**config.mk**
```make
export PLATFORM = sky130hd
export DESIGN_NAME = button_gesture_classifier_core
export DESIGN_NICKNAME = d
export VERILOG_FILES = /design/src/bgc_pkg.sv /design/src/button_gesture_classifier_core.sv
export SDC_FILE = /design/constraint.sdc
export NUM_CORES = 1
export LEC_CHECK = 0
export ABC_AREA = 1
export BUFFER_PORTS_ARGS = -buffer_cell sky130_fd_sc_hd__buf_4
export CAP_MARGIN = 25
export CORE_AREA = 8 8 133 135
export DETAILED_ROUTE_END_ITERATION = 8
export DIE_AREA = 0 0 141 143
export PLACE_DENSITY = 0.73
export SYNTH_ARGS = -nofsm -noshare
export SYNTH_HDL_FRONTEND = slang
export SYNTH_SLANG_ARGS = --single-unit
```
**constraint.sdc**
```tcl
create_clock -name clk -period 4.5 [get_ports clk]
set_clock_uncertainty 0.2 [all_clocks]
set_input_delay 0.9 -clock clk [delete_from_list [all_inputs] [get_ports clk]]
set_output_delay 0.9 -clock clk [all_outputs]
set_load 0.01 [all_outputs]
```
**src/bgc_pkg.sv**
```systemverilog
// Shared codes, types and defaults for the button gesture classifier.
package bgc_pkg;

  typedef logic [2:0] action_t;
  typedef logic [1:0] kind_t;

  localparam action_t ACT_NONE     = 3'd0;
  localparam action_t ACT_PRESSED  = 3'd1;
  localparam action_t ACT_RELEASED = 3'd2;
  localparam action_t ACT_TAP      = 3'd3;
  localparam action_t ACT_TAP_ON   = 3'd4;
  localparam action_t ACT_DOUBLE   = 3'd5;
  localparam action_t ACT_FLIP_ON  = 3'd6;
  localparam action_t ACT_FLIP_OFF = 3'd7;

  localparam kind_t KIND_UNCHANGED = 2'd0;
  localparam kind_t KIND_BOUNCE    = 2'd1;
  localparam kind_t KIND_EDGE      = 2'd2;

  localparam int CFG_INDEX_BITS = 2;
  localparam int CFG_DATA_BITS  = 16;

  localparam logic [CFG_INDEX_BITS-1:0] REG_DEBOUNCE   = 2'd0;
  localparam logic [CFG_INDEX_BITS-1:0] REG_TAP_WINDOW = 2'd1;
  localparam logic [CFG_INDEX_BITS-1:0] REG_LOCKING    = 2'd2;
  localparam logic [CFG_INDEX_BITS-1:0] REG_ACTIVE_HI  = 2'd3;

  localparam logic [CFG_DATA_BITS-1:0] DEBOUNCE_RESET   = 16'd20;
  localparam logic [CFG_DATA_BITS-1:0] TAP_WINDOW_RESET = 16'd400;

  localparam int TIME_BITS_DEFAULT = 32;
  localparam int IN_TIME_BITS      = 32;

endpackage

```
**src/button_gesture_classifier_core.sv**
```systemverilog
// Button gesture classifier: debounce, tap, double tap and flip detection.
//
// Each input beat is one level-change event of a button pin (level plus a
// free-running millisecond timestamp). The block sorts it as unchanged,
// bounce or accepted edge and returns exactly one result beat holding the
// latest action, the event kind and the current pressed status. An event
// is captured in the input register, then the classifier and state update
// run in one pass into the result register. A new event is taken every
// cycle unless the result side holds it back; each state update is in
// place before the next event is classified. A held result stalls input
// only when both the input and result registers are full. Configuration
// (debounce time, tap window, locking mode, polarity) is written through
// cfg_we/cfg_index/cfg_data; the user must write it only while no event
// is in flight (the block does not enforce this). active_high only changes
// how stored levels are read. Gaps are (now - last edge) modulo 2^TIME_BITS.
module button_gesture_classifier_core #(
  parameter int TIME_BITS = bgc_pkg::TIME_BITS_DEFAULT
) (
  input  logic                               clk,
  input  logic                               rst,
  // configuration write port
  input  logic                               cfg_we,
  input  logic [bgc_pkg::CFG_INDEX_BITS-1:0] cfg_index,
  input  logic [bgc_pkg::CFG_DATA_BITS-1:0]  cfg_data,
  // event input
  input  logic                               in_valid,
  output logic                               in_ready,
  input  logic                               level,
  input  logic [bgc_pkg::IN_TIME_BITS-1:0]   time_ms,
  // result output
  output logic                               out_valid,
  input  logic                               out_ready,
  output bgc_pkg::action_t                   action,
  output bgc_pkg::kind_t                     event_kind,
  output logic                               is_pressed
);
  import bgc_pkg::*;

  localparam int EXT_BITS = (TIME_BITS > IN_TIME_BITS) ? TIME_BITS : IN_TIME_BITS;

  // configuration
  logic [CFG_DATA_BITS-1:0] debounce_ms;
  logic [CFG_DATA_BITS-1:0] tap_window_ms;
  logic                     locking_mode;
  logic                     active_high;

  // classifier state
  logic                 current_level, current_level_next;
  logic                 previous_level, previous_level_next;
  logic [TIME_BITS-1:0] last_edge_time, last_edge_time_next;
  action_t              latest_action, latest_action_next;
  action_t              saved_action, saved_action_next;

  // input register
  logic                    s1_valid;
  logic                    s1_level;
  logic [IN_TIME_BITS-1:0] s1_time;

  logic s1_advance;
  kind_t kind_c;

  // result side frees up when empty or being drained
  assign s1_advance = s1_valid && (!out_valid || out_ready);
  assign in_ready   = !s1_valid || s1_advance;

  always_ff @(posedge clk) begin
    if (rst) begin
      debounce_ms   <= DEBOUNCE_RESET;
      tap_window_ms <= TAP_WINDOW_RESET;
      locking_mode  <= 1'b0;
      active_high   <= 1'b0;
    end else if (cfg_we) begin
      unique case (cfg_index)
        REG_DEBOUNCE:   debounce_ms   <= cfg_data;
        REG_TAP_WINDOW: tap_window_ms <= cfg_data;
        REG_LOCKING:    locking_mode  <= cfg_data[0];
        REG_ACTIVE_HI:  active_high   <= cfg_data[0];
        default: ;
      endcase
    end
  end

  always_ff @(posedge clk) begin
    if (rst) begin
      s1_valid <= 1'b0;
    end else if (in_valid && in_ready) begin
      s1_valid <= 1'b1;
    end else if (s1_advance) begin
      s1_valid <= 1'b0;
    end
  end

  always_ff @(posedge clk) begin
    if (in_valid && in_ready) begin
      s1_level <= level;
      s1_time  <= time_ms;
    end
  end

  // ---- classification ----
  logic [EXT_BITS-1:0]  time_ext;
  logic [TIME_BITS-1:0] now;
  logic [TIME_BITS-1:0] gap;
  logic                 is_bounce, quick;
  logic                 np, cp, pp;
  action_t              restored;

  assign time_ext  = EXT_BITS'(s1_time);
  assign now       = time_ext[TIME_BITS-1:0];
  assign gap       = now - last_edge_time;
  assign is_bounce = gap < TIME_BITS'(debounce_ms);
  assign quick     = gap < TIME_BITS'(tap_window_ms);

  // pressed when the level matches the polarity
  assign np = (s1_level == active_high);
  assign cp = (current_level == active_high);
  assign pp = (previous_level == active_high);

  assign restored = (saved_action != ACT_NONE) ? saved_action : latest_action;

  always_comb begin
    current_level_next  = current_level;
    previous_level_next = previous_level;
    last_edge_time_next = last_edge_time;
    latest_action_next  = latest_action;
    saved_action_next   = saved_action;
    kind_c              = KIND_UNCHANGED;
    if (s1_level != current_level) begin
      if (is_bounce) begin
        kind_c = KIND_BOUNCE;
        // save once; a saved none reads as nothing saved
        if (saved_action == ACT_NONE) begin
          saved_action_next = latest_action;
        end
        latest_action_next = np ? ACT_PRESSED : ACT_RELEASED;
        current_level_next = s1_level;
      end else begin
        kind_c            = KIND_EDGE;
        saved_action_next = ACT_NONE;
        latest_action_next = restored;
        if (np && !cp && pp && quick) begin
          latest_action_next = locking_mode ? ACT_FLIP_ON : ACT_TAP_ON;
        end else if (!np && cp && !pp && quick) begin
          if (locking_mode) begin
            latest_action_next = ACT_FLIP_OFF;
          end else begin
            latest_action_next = (restored == ACT_TAP_ON) ? ACT_DOUBLE : ACT_TAP;
          end
        end else if (cp && !np) begin
          latest_action_next = ACT_RELEASED;
        end else if (!cp && np) begin
          latest_action_next = ACT_PRESSED;
        end
        last_edge_time_next = now;
        previous_level_next = current_level;
        current_level_next  = s1_level;
      end
    end
  end

  always_ff @(posedge clk) begin
    if (rst) begin
      current_level  <= 1'b1;
      previous_level <= 1'b0;
      last_edge_time <= '0;
      latest_action  <= ACT_NONE;
      saved_action   <= ACT_NONE;
    end else if (s1_advance) begin
      current_level  <= current_level_next;
      previous_level <= previous_level_next;
      last_edge_time <= last_edge_time_next;
      latest_action  <= latest_action_next;
      saved_action   <= saved_action_next;
    end
  end

  // ---- result register ----
  always_ff @(posedge clk) begin
    if (rst) begin
      out_valid <= 1'b0;
    end else if (s1_advance) begin
      out_valid <= 1'b1;
    end else if (out_ready) begin
      out_valid <= 1'b0;
    end
  end

  always_ff @(posedge clk) begin
    if (s1_advance) begin
      action     <= latest_action_next;
      event_kind <= kind_c;
      is_pressed <= (current_level_next == active_high);
    end
  end

  // ---- assertions ----
  a_bounce_action: assert property (@(posedge clk) disable iff (rst)
    out_valid && event_kind == KIND_BOUNCE |->
      action == ACT_PRESSED || action == ACT_RELEASED)
    else $error("bounce result carries a gesture action");

  a_edge_clears_saved: assert property (@(posedge clk) disable iff (rst)
    s1_advance && kind_c == KIND_EDGE |=> saved_action == ACT_NONE)
    else $error("saved action survived an accepted edge");

  a_edge_has_action: assert property (@(posedge clk) disable iff (rst)
    out_valid && event_kind == KIND_EDGE |-> action != ACT_NONE)
    else $error("accepted edge left no action");

endmodule
```
==> flow_summary.toml, run 1 <==
[run_status]
status = "finished, final reports clean"

[worst_setup_path]
worstPathCellList = "ha_1 -> nand2_1 -> nor2_1 -> nand3_1 -> nand3b_1 -> xor2_1 -> ha_1 -> a21oi_1 -> nor2_1 -> a211oi_1 -> a21oi_1 -> nand3b_4 -> nand2_4 -> buf_4 -> buf_4 -> a21oi_2"
end_kind = "register"
cp_max_fo = 35
cp-start-kind = "register"
crit_type = "register to register"
slowest_stage = "buf_4"
rr_worst_depth = 16
r2r-start = "now[8]"
rr_endpoint = "last_edge_time[14]"
cp_data_arrival_time_ns = 4.21
r2r_slack_ns = 0.39
slowest_delay_ns = 0.45
cp.required_ns = 4.61

[clock_network]
cts_tree = "done"
clockBufferDepth = 2
path_clk_slew_ns = 0.05
post-cts-setup-buffer-count = 0
cts_buffers = 17
clk_latency_ns = 0.42
numClockSinks = 115
htreeDepth = 4
cts_resized = 0
root_buffer = "clkbuf_16"
ctsHoldBuffers = 0

[pwr]
sequentialPowerShare_pct = 33.9
swShare_pct = 30.58
vdd_drop_max_v = 0.0002698
p_clk_share_pct = 40.9
cellLeakagePower_nw = 4.551
power.share.combinational_pct = 25.2
switchingPower_mw = 1.051
power_density_mw_per_mm2 = 381.7
p_int_mw = 2.386

[global_routing]
grt_max_degree = 44
grt_pass1_wl_um = 31900
grt-ovfl-total = 0
track_usage_pct = 19.59
grt_pass1_vias = 6777
antenna_found_initial = 0

[synthesis]
ys_ff_latch = 115
synth_top_area_share_pct = 19.67
ys_top_cells_by_area = "dfxtp_1 (20%), nand2_1 (16%), edfxtp_1 (15%)"
syn_area_per_cell_um2 = 6.924
yosysTopAreaCell = "dfxtp_1"
syn-num-nets = 1237
synthArstFlopShare_pct = 0
mappedNetlistArea_mm2 = 0.007734
synthDistinctLibCells = 42
yosys_warnings = 0
synth_cells = 1117
synth-main-ff-cell = "dfxtp_1"
synth_edf_count = 39
synth-seq-area-share_pct = 34.82

[timing]
worst_slew_pin_slew_ns = 0.9151
min_period_over_period_pct = 91.27
hold_viol_final = 0
finalSetupViolCount = 0
rsz0062_at_grt = "no"
drv_slew = 0
finalSetupTns_ns = 0
slew_headroom_pct = 38.82
fmax_mhz = 243.5
period_minus_slack_ns = 4.107

[die]
die_y_um = 143
core_area_mm2 = 0.01560
chipWidth_um = 141
fp-row-count = 46
start_util_pct = 49.58
ios = 64
die_area_mm2 = 0.02016

[cells_and_area]
multi_input_area_mm2 = 0.004043
area_delta_synth_final_pct = 16.45
drive_gt1_share_pct = 11.98
fin_area_mm2 = 0.009006
instances_no_fill = 1410
register_area_mm2 = 0.002693
final_nets = 1302
final_util_pct = 57.74
fillers = 1498
num_antenna_cells = 0

[run]
drv_cap = 0

[place]
dp.cells = 1379
postPlaceCellArea_mm2 = 0.008372
gp_congestion = 0.9701
dp_hpwl_um = 14380
io_buffers = 63

[routing]
avgRoutedWirePerCell_um = 13.18
drt_wl_total_um = 18590
ant_nets = 0
drc_errors = 0
drt_iter0_markers = 526
viasPerCell = 4.880
via_count = 6881
first_pass_iters = 5

[worst_hold_path]
holdPathEnd = "last_edge_time[26]"
whs_path_depth = 2
hold_start = "last_edge_time[26]"
hold_class = "register to register"
-- per-stage QoR --
step	setup slack [ns]	power (mW)	hold slack, ns
CTS	0.3977	3.459	0.2629
global route	0.03836	3.652	0.2841
finish	0.3928	3.438	0.2577
detailed placement	0.4096	2.043	0.2547
global placement	0.4110	2.025	0.2481
floorplan	1.335	1.824	0.2353
-- per-layer routing --
layer / vias up / wire length (µm) / GRT usage, %
met5: - / 0 / 0
met4: 0 / 443 / 8.371
met3: 36 / 822 / 3.639
met2: 161 / 8685 / 32.44
met1: 3034 / 8634 / 24.57
li1: 3650 / - / -
-- kinds of logic after synthesis --
kind of cell	synth area share (%)
AOI/OAI and AO/OA	13.23
xor gates and xnor gates	2.152
adders and majority gates	10.45
buffers and inverters	12.91
DFF	34.82
and+or+nand+nor	26.44
-- cells in the mapped netlist, types with 2 or more instances --
cell type	n
a211oi_1	2
a21oi_1	77
a21oi_2	20
a31oi_1	3
and2_1	4
buf_2	2
buf_4	2
buf_8	2
clkbuf_1	13
clkinv_1	2
dfxtp_1	76
edfxtp_1	39
ha_1	63
inv_1	224
inv_2	4
nand2_1	326
nand2_2	9
nand2_4	2
nand3_1	46
nand3_2	2
nand3b_1	3
nand4_1	13
nor2_1	64
nor2_2	7
nor3_1	5
o211ai_1	7
o21ai_0	51
o21ai_1	18
xnor2_1	5
xor2_1	14
-- registers in the layout, summed over array words and instances, names as in the netlist, 2 cells and up --
register        count
debounce_ms        16
now                32
last_edge_time     32
saved_action        3
event_kind          2
tap_window_ms      16
latest_action       3
action              3
-- critical path: cells and delay by family (launching register included) --
family / cells / cell delay [ns]
adder cells (fa/ha/maj): 2 / 0.71
AO/OA/AOI/OAI: 4 / 0.56
buffers and inverters: 2 / 0.65
flip-flops: 1 / 0.38
AND/OR/NAND/NOR: 7 / 1.18
XOR/XNOR: 1 / 0.27
-- final cells by class --
cell class                 count  share of cell area (%)
tap                          216                   3.001
sequential                   115                   29.90
inverter                     230                   9.586
clock inverter                 4                  0.2640
multi-input combinational    751                   44.89
clock buffer                  27                   6.780
timing repair buffer          67                   5.585
-- cells in the final DEF (no fill, tap or decap), drive strengths merged --
cell / synthesis / final
a31oi: 3 / 3
a211oi: 2 / 2
nand2: 337 / 337
nand3b: 4 / 4
nand3: 48 / 48
o21ai: 69 / 69
buf: 8 / 67
o221ai: 1 / 1
inv: 228 / 228
a21boi: 1 / 1
a21o: 1 / 1
xor2: 14 / 14
nor2: 72 / 72
xnor2: 5 / 5
nor3: 6 / 6
clkinv: 2 / 6
o21bai: 1 / 1
edfxtp: 39 / 39
ha: 63 / 63
nand4: 13 / 13
a21oi: 97 / 97
clkbuf: 13 / 27
dfxtp: 76 / 76
fa: 1 / 1
and2: 4 / 4
o211ai: 7 / 7
nor4: 1 / 1
and3: 1 / 1
-- worst max path at each step --
stage | to | depth (start not counted) | from
4_1_cts | last_edge_time[14] | 16 | now[8]
3_3_place_gp | last_edge_time[15] | 17 | now[8]
5_1_grt | last_edge_time[15] | 16 | now[8]
6_report | last_edge_time[14] | 16 | now[8]
3_5_place_dp | last_edge_time[14] | 16 | now[8]
2_1_floorplan | action[1] | 21 | now[0]
-- power by group through the flow --
stage          registers (mW)  logic (mW)  clock network [mW]
6_report                 1.16       0.868                1.41
4_1_cts                  1.16       0.867                1.43
3_5_place_dp             1.19       0.857                   0
5_1_grt                  1.17        1.01                1.47
2_1_floorplan            1.18       0.644                   0
3_3_place_gp             1.18       0.841                   0
Power figures use the tool's default switching activity.
==> run 2, diff against run 1 <==
--- a/config.mk
+++ b/config.mk
@@ -8,10 +8,11 @@
 export ABC_AREA = 1
 export BUFFER_PORTS_ARGS = -buffer_cell sky130_fd_sc_hd__buf_4
 export CAP_MARGIN = 25
-export CORE_AREA = 8 8 133 135
+export CORE_AREA = 8 8 134 136
 export DETAILED_ROUTE_END_ITERATION = 8
-export DIE_AREA = 0 0 141 143
+export DIE_AREA = 0 0 142 144
 export PLACE_DENSITY = 0.73
+export RECOVER_POWER = 25
 export SYNTH_ARGS = -nofsm -noshare
 export SYNTH_HDL_FRONTEND = slang
 export SYNTH_SLANG_ARGS = --single-unit
==> run 2 against run 1 <==
Net effect: final cell count is 0.43% higher; via count shrank 1.4%; wire length decreased by 4.4%; clock power fell by 9.9%; worst setup slack better by 0.063 ns; count of clock-buffer cells in the layout is 2 lower; global-route usage shrank 1.5 points; total power down 4.2%; critical path type unchanged; critical endpoint is now saved_action[0]; largest power group unchanged; highest routed layer unchanged.
==> flow_summary.toml, run 2 (synthesized netlist as in run 1, its figures left out) <==
[run_status]
status = "finished, final reports clean"

[routing]
first_pass_iters = 5
via_count = 6788
avgRoutedWirePerCell_um = 12.55
drc_errors = 0
drt_wl_total_um = 17770
drt_iter0_markers = 364
viasPerCell = 4.794
ant_nets = 0

[worst_setup_path]
cp_max_fo = 64
cp-start-kind = "register"
slowest_delay_ns = 0.52
path_delay_family = "simple AND/OR/NAND/NOR gates"
slowest_stage = "nand2_4"
r2r-start = "now[8]"
crit_type = "register to register"
worstPathCellList = "ha_1 -> nand2_1 -> nor2_1 -> nand3_1 -> nand3b_1 -> xor2_1 -> ha_1 -> a21oi_1 -> nor2_1 -> a211oi_1 -> a21oi_1 -> nand3b_4 -> nand2_4 -> nand2_1 -> o21ai_1 -> nor2_1"
critPathBufInv = 0
cp_common_cell = "nor2_1"
end_kind = "register"
cp_data_arrival_time_ns = 4.15
startpoint = "now[8]"
cp.required_ns = 4.61

[pwr]
power.share.combinational_pct = 26.1
p_clk_share_pct = 38.5
cellLeakagePower_nw = 4.518
power_density_mw_per_mm2 = 367.8
switchingPower_mw = 1.039
swShare_pct = 31.54
sequentialPowerShare_pct = 35.3
vdd_drop_max_v = 0.0002648
p_int_mw = 2.255

[die]
die_area_mm2 = 0.02045
fp-row-count = 47
start_util_pct = 48.17
chipWidth_um = 142
core_area_mm2 = 0.01605
ios = 64
die_y_um = 144

[timing]
drv_slew = 0
min_period_over_period_pct = 89.87
slew_headroom_pct = 37.14
finalSetupTns_ns = 0
fmax_mhz = 247.3
finalSetupViolCount = 0
worst_slew_pin_slew_ns = 0.9403
hold_viol_final = 0
rsz0062_at_grt = "no"
period_minus_slack_ns = 4.044

[clock_network]
cts_tree = "done"
htreeDepth = 4
post-cts-setup-buffer-count = 0
cts_resized = 0
path_clk_slew_ns = 0.05
ctsHoldBuffers = 0
clk_latency_ns = 0.42
root_buffer = "clkbuf_16"
clockBufferDepth = 2
numClockSinks = 115
cts_buffers = 17

[place]
io_buffers = 63
gp_congestion = 0.9262
dp_hpwl_um = 14180

[cells_and_area]
final_nets = 1303
num_antenna_cells = 0
final_cell_mix = "nand2_1 (326), inv_1 (224), a21oi_1 (77)"
fillers = 1596
area_delta_synth_final_pct = 15.79
final_common_cell = "nand2_1"
final_util_pct = 55.78
drive_gt1_share_pct = 11.79

[global_routing]
track_usage_pct = 18.12
grt-ovfl-total = 0
antenna_found_initial = 0
grt_pass1_vias = 6260
grt_max_degree = 65
grt_pass1_wl_um = 29360

[worst_hold_path]
hold_class = "register to register"
hold_start = "last_edge_time[26]"

[run]
drv_cap = 0
==> run 2: changes by cell type in the layout (fill, tap and decap cells not counted) <==
| cell | previous run | this run |
|---|---|---|
| inv_4 | 0 | 4 |
| clkbuf_4 | 0 | 33 |
| clkinv_4 | 1 | 0 |
| clkbuf_1 | 2 | 6 |
| buf_16 | 0 | 1 |
| clkbuf_16 | 23 | 19 |
| buf_4 | 67 | 32 |
==> run 2: worst reg2reg max path: stages, from the launching register on <==
cell and delay, ns:
edfxtp_1 0.40, ha_1 0.39, nand2_1 0.12, nor2_1 0.21, nand3_1 0.12, nand3b_1 0.18
xor2_1 0.26, ha_1 0.29, a21oi_1 0.15, nor2_1 0.05, a211oi_1 0.24, a21oi_1 0.16
nand3b_4 0.21, nand2_4 0.52, nand2_1 0.22, o21ai_1 0.17, nor2_1 0.06
==> run 2: worst paths after layout <==
path | end | slack (ns) | cells after the start
min | last_edge_time[26] | 0.25 | 2
max reg2reg | saved_action[0] | 0.46 | 16
max | saved_action[0] | 0.46 | 16
min reg2reg | last_edge_time[26] | 0.25 | 2
==> run 2: final cells by class <==
type	count	area, µm²	area share, %
repair buffers	68	523.0	5.840
clock buffers	25	518.0	5.785
flip-flops and latches	115	2693	30.07
well taps	220	275.3	3.074
multi-input cells	751	4043	45.14
inverters	230	863.3	9.641
clock inverters	7	40.04	0.4471
==> run 2: stage by stage <==
| stage | power [mW] | hold WS, ns | instances | setup WS [ns] | cell area, µm² |
|---|---|---|---|---|---|
| detailed placement | 2.040 | 0.2515 | 1384 | 0.4559 | 8404 |
| floorplan | 1.824 | 0.2353 | 1117 | 1.335 | 7734 |
| finish | 3.294 | 0.2550 | 1416 | 0.4560 | 8955 |
| global route | 3.505 | 0.2772 | 1416 | 0.08876 | 8955 |
| global placement | 2.024 | 0.2477 | 1383 | 0.4685 | 8377 |
| CTS | 3.323 | 0.2592 | 1416 | 0.4387 | 8962 |
==> run 2: power by group through the flow <==
stage	logic, mW	clock network [mW]	registers (mW)
2_1_floorplan	0.644	0	1.18
3_3_place_gp	0.840	0	1.18
3_5_place_dp	0.854	0	1.19
4_1_cts	0.862	1.30	1.16
5_1_grt	0.988	1.35	1.17
6_report	0.861	1.27	1.16
==> run 2: per-layer routing <==
| layer | routed length, µm | part of all wire [%] | track usage [%] |
|---|---|---|---|
| met5 | 0 | 0 | 0 |
| met2 | 8314 | 47 | 30.23 |
| met3 | 765 | 4.3 | 3.929 |
| met1 | 8416 | 47 | 22.66 |
| met4 | 272 | 1.5 | 6.388 |
==> run 3, diff against run 2 <==
==> constraint.sdc (replaced) <==
create_clock -name clk -period 4.5 [get_ports clk]
set_clock_uncertainty 0.2 [all_clocks]
set_input_delay 0.675 -clock clk [delete_from_list [all_inputs] [get_ports clk]]
set_output_delay 0.675 -clock clk [all_outputs]
set_load 0.01 [all_outputs]
==> run 3 against run 2 <==
Net effect: critical path depth is the same; total power rose by 1.2%; wire length is 2.2% higher; combinational power grew 1%; sequential power barely moved; first-iteration DRC count grew 21%; critical endpoint is now last_edge_time[14].
==> flow_summary.toml, run 3 (synthesized netlist as in run 1, its figures left out) <==
[run_status]
status = "finished, final reports clean"

[worst_setup_path]
rr_worst_depth = 16
slowest_delay_ns = 0.40
cp_max_fo = 37
r2r_slack_ns = 0.57
cp-start-kind = "register"
r2r-start = "now[10]"
end_kind = "register"
crit_type = "register to register"
slowest_stage = "ha_1"
rr_endpoint = "last_edge_time[14]"
worstPathCellList = "ha_1 -> nand2_1 -> nor2_1 -> nand3_1 -> nand3_1 -> xor2_1 -> ha_1 -> nand2_1 -> nor2_1 -> a211oi_1 -> a21oi_1 -> nand3b_4 -> nand2_4 -> buf_12 -> o21ai_1 -> a21oi_2"
cp_data_arrival_time_ns = 4.08
cp.required_ns = 4.65

[place]
dp_hpwl_um = 14190
io_buffers = 63
postPlaceCellArea_mm2 = 0.008382
gp_congestion = 0.9111

[routing]
first_pass_iters = 7
drt_wl_total_um = 18160
drt_iter0_markers = 439
viasPerCell = 4.842
drc_errors = 0
avgRoutedWirePerCell_um = 12.84
ant_nets = 0
via_count = 6847

[timing]
worst_slew_pin_slew_ns = 0.9182
fmax_mhz = 254.7
period_minus_slack_ns = 3.926
hold_viol_final = 0
rsz0062_at_grt = "no"
finalSetupTns_ns = 0
min_period_over_period_pct = 87.24
drv_slew = 0
finalSetupViolCount = 0
slew_headroom_pct = 38.62

[cells_and_area]
final_cell_mix = "nand2_1 (326), inv_1 (224), a21oi_1 (77)"
area_delta_synth_final_pct = 15.82
final_nets = 1301
final_util_pct = 55.79
num_antenna_cells = 0
fin_area_mm2 = 0.008957
fillers = 1598
drive_gt1_share_pct = 11.81
final_common_cell = "nand2_1"

[clock_network]
htreeDepth = 4
root_buffer = "clkbuf_16"
post-cts-setup-buffer-count = 0
cts_resized = 0
ctsHoldBuffers = 0
clockBufferDepth = 2
numClockSinks = 115
path_clk_slew_ns = 0.05
cts_tree = "done"
cts_buffers = 17
clk_latency_ns = 0.42

[global_routing]
grt_pass1_vias = 6493
antenna_found_initial = 0
grt_pass1_wl_um = 30240
track_usage_pct = 18.79
grt_max_degree = 44
grt-ovfl-total = 0

[die]
ios = 64
fp-row-count = 47
die_y_um = 144
start_util_pct = 48.17
die_area_mm2 = 0.02045
core_area_mm2 = 0.01605
chipWidth_um = 142

[worst_hold_path]
hold_class = "input port to register"
hold_start = "time_ms[8]"
whs_path_depth = 1
holdPathEnd = "now[8]"

[pwr]
total_power_mw = 3.333
cellLeakagePower_nw = 4.519
vdd_drop_max_v = 0.0002666
power_density_mw_per_mm2 = 372.1

[run]
drv_cap = 0
==> run 3: cell types whose count changed in the layout (fill, tap and decap cells not counted) <==
cell	before	now
inv_4	4	1
clkbuf_1	6	4
clkinv_2	3	5
buf_12	0	1
buf_16	1	0
buf_4	32	31
clkbuf_16	19	20
clkinv_4	0	1
==> run 3: worst max-delay path: cells and delay by family, from the launching register on <==
kind | cells | cell delay, ns
xor gates and xnor gates | 1 | 0.32
AOI/OAI and AO/OA | 4 | 0.62
and+or+nand+nor | 8 | 1.35
DFF | 1 | 0.38
buffers and inverters | 1 | 0.26
adders and majority gates | 2 | 0.71
==> run 3: worst max-delay path by stage <==
stage / start / to / slack [ns] / cells after the start
2_1_floorplan: now[0] / action[1] / 1.34 / 21
3_3_place_gp: now[8] / last_edge_time[9] / 0.59 / 16
3_5_place_dp: now[10] / last_edge_time[13] / 0.56 / 16
4_1_cts: now[10] / last_edge_time[13] / 0.56 / 16
5_1_grt: now[10] / last_edge_time[7] / 0.14 / 16
6_report: now[10] / last_edge_time[14] / 0.57 / 16
==> run 3: metal layers <==
layer / vias up / routed length (µm) / global-route usage (%)
met4: 0 / 553 / 8.536
li1: 3653 / - / -
met1: 3012 / 8539 / 23.15
met2: 150 / 8250 / 30.58
met5: - / 0 / 0
met3: 32 / 814 / 4.556
==> run 3: report_power, final <==
part           leakage [nW]  total, mW  switching, mW  internal (mW)
registers              1.00       1.16         0.0249           1.14
clock network         0.293       1.30          0.469          0.828
logic                  3.22      0.872          0.552          0.320
total                  4.52       3.33           1.05           2.29
==> run 3: cell type report <==
| class | instances | area, µm² | share of cell area [%] |
|---|---|---|---|
| Clock buffer | 25 | 539.3 | 6.020 |
| Clock inverter | 7 | 40.04 | 0.4470 |
| Inverter | 230 | 863.3 | 9.638 |
| Multi-Input combinational cell | 751 | 4043 | 45.13 |
| Sequential cell | 115 | 2693 | 30.06 |
| Tap cell | 220 | 275.3 | 3.073 |
| Timing Repair Buffer | 66 | 504.2 | 5.629 |
==> run 3: stage by stage <==
step / worst slack (ns) / hold WS (ns) / instances
6_report: 0.5741 / 0.2537 / 1414
5_1_grt: 0.1417 / 0.2289 / 1414
3_3_place_gp: 0.5935 / 0.2498 / 1382
4_1_cts: 0.5584 / 0.2105 / 1414
2_1_floorplan: 1.335 / 0.2353 / 1117
3_5_place_dp: 0.5625 / 0.2537 / 1382
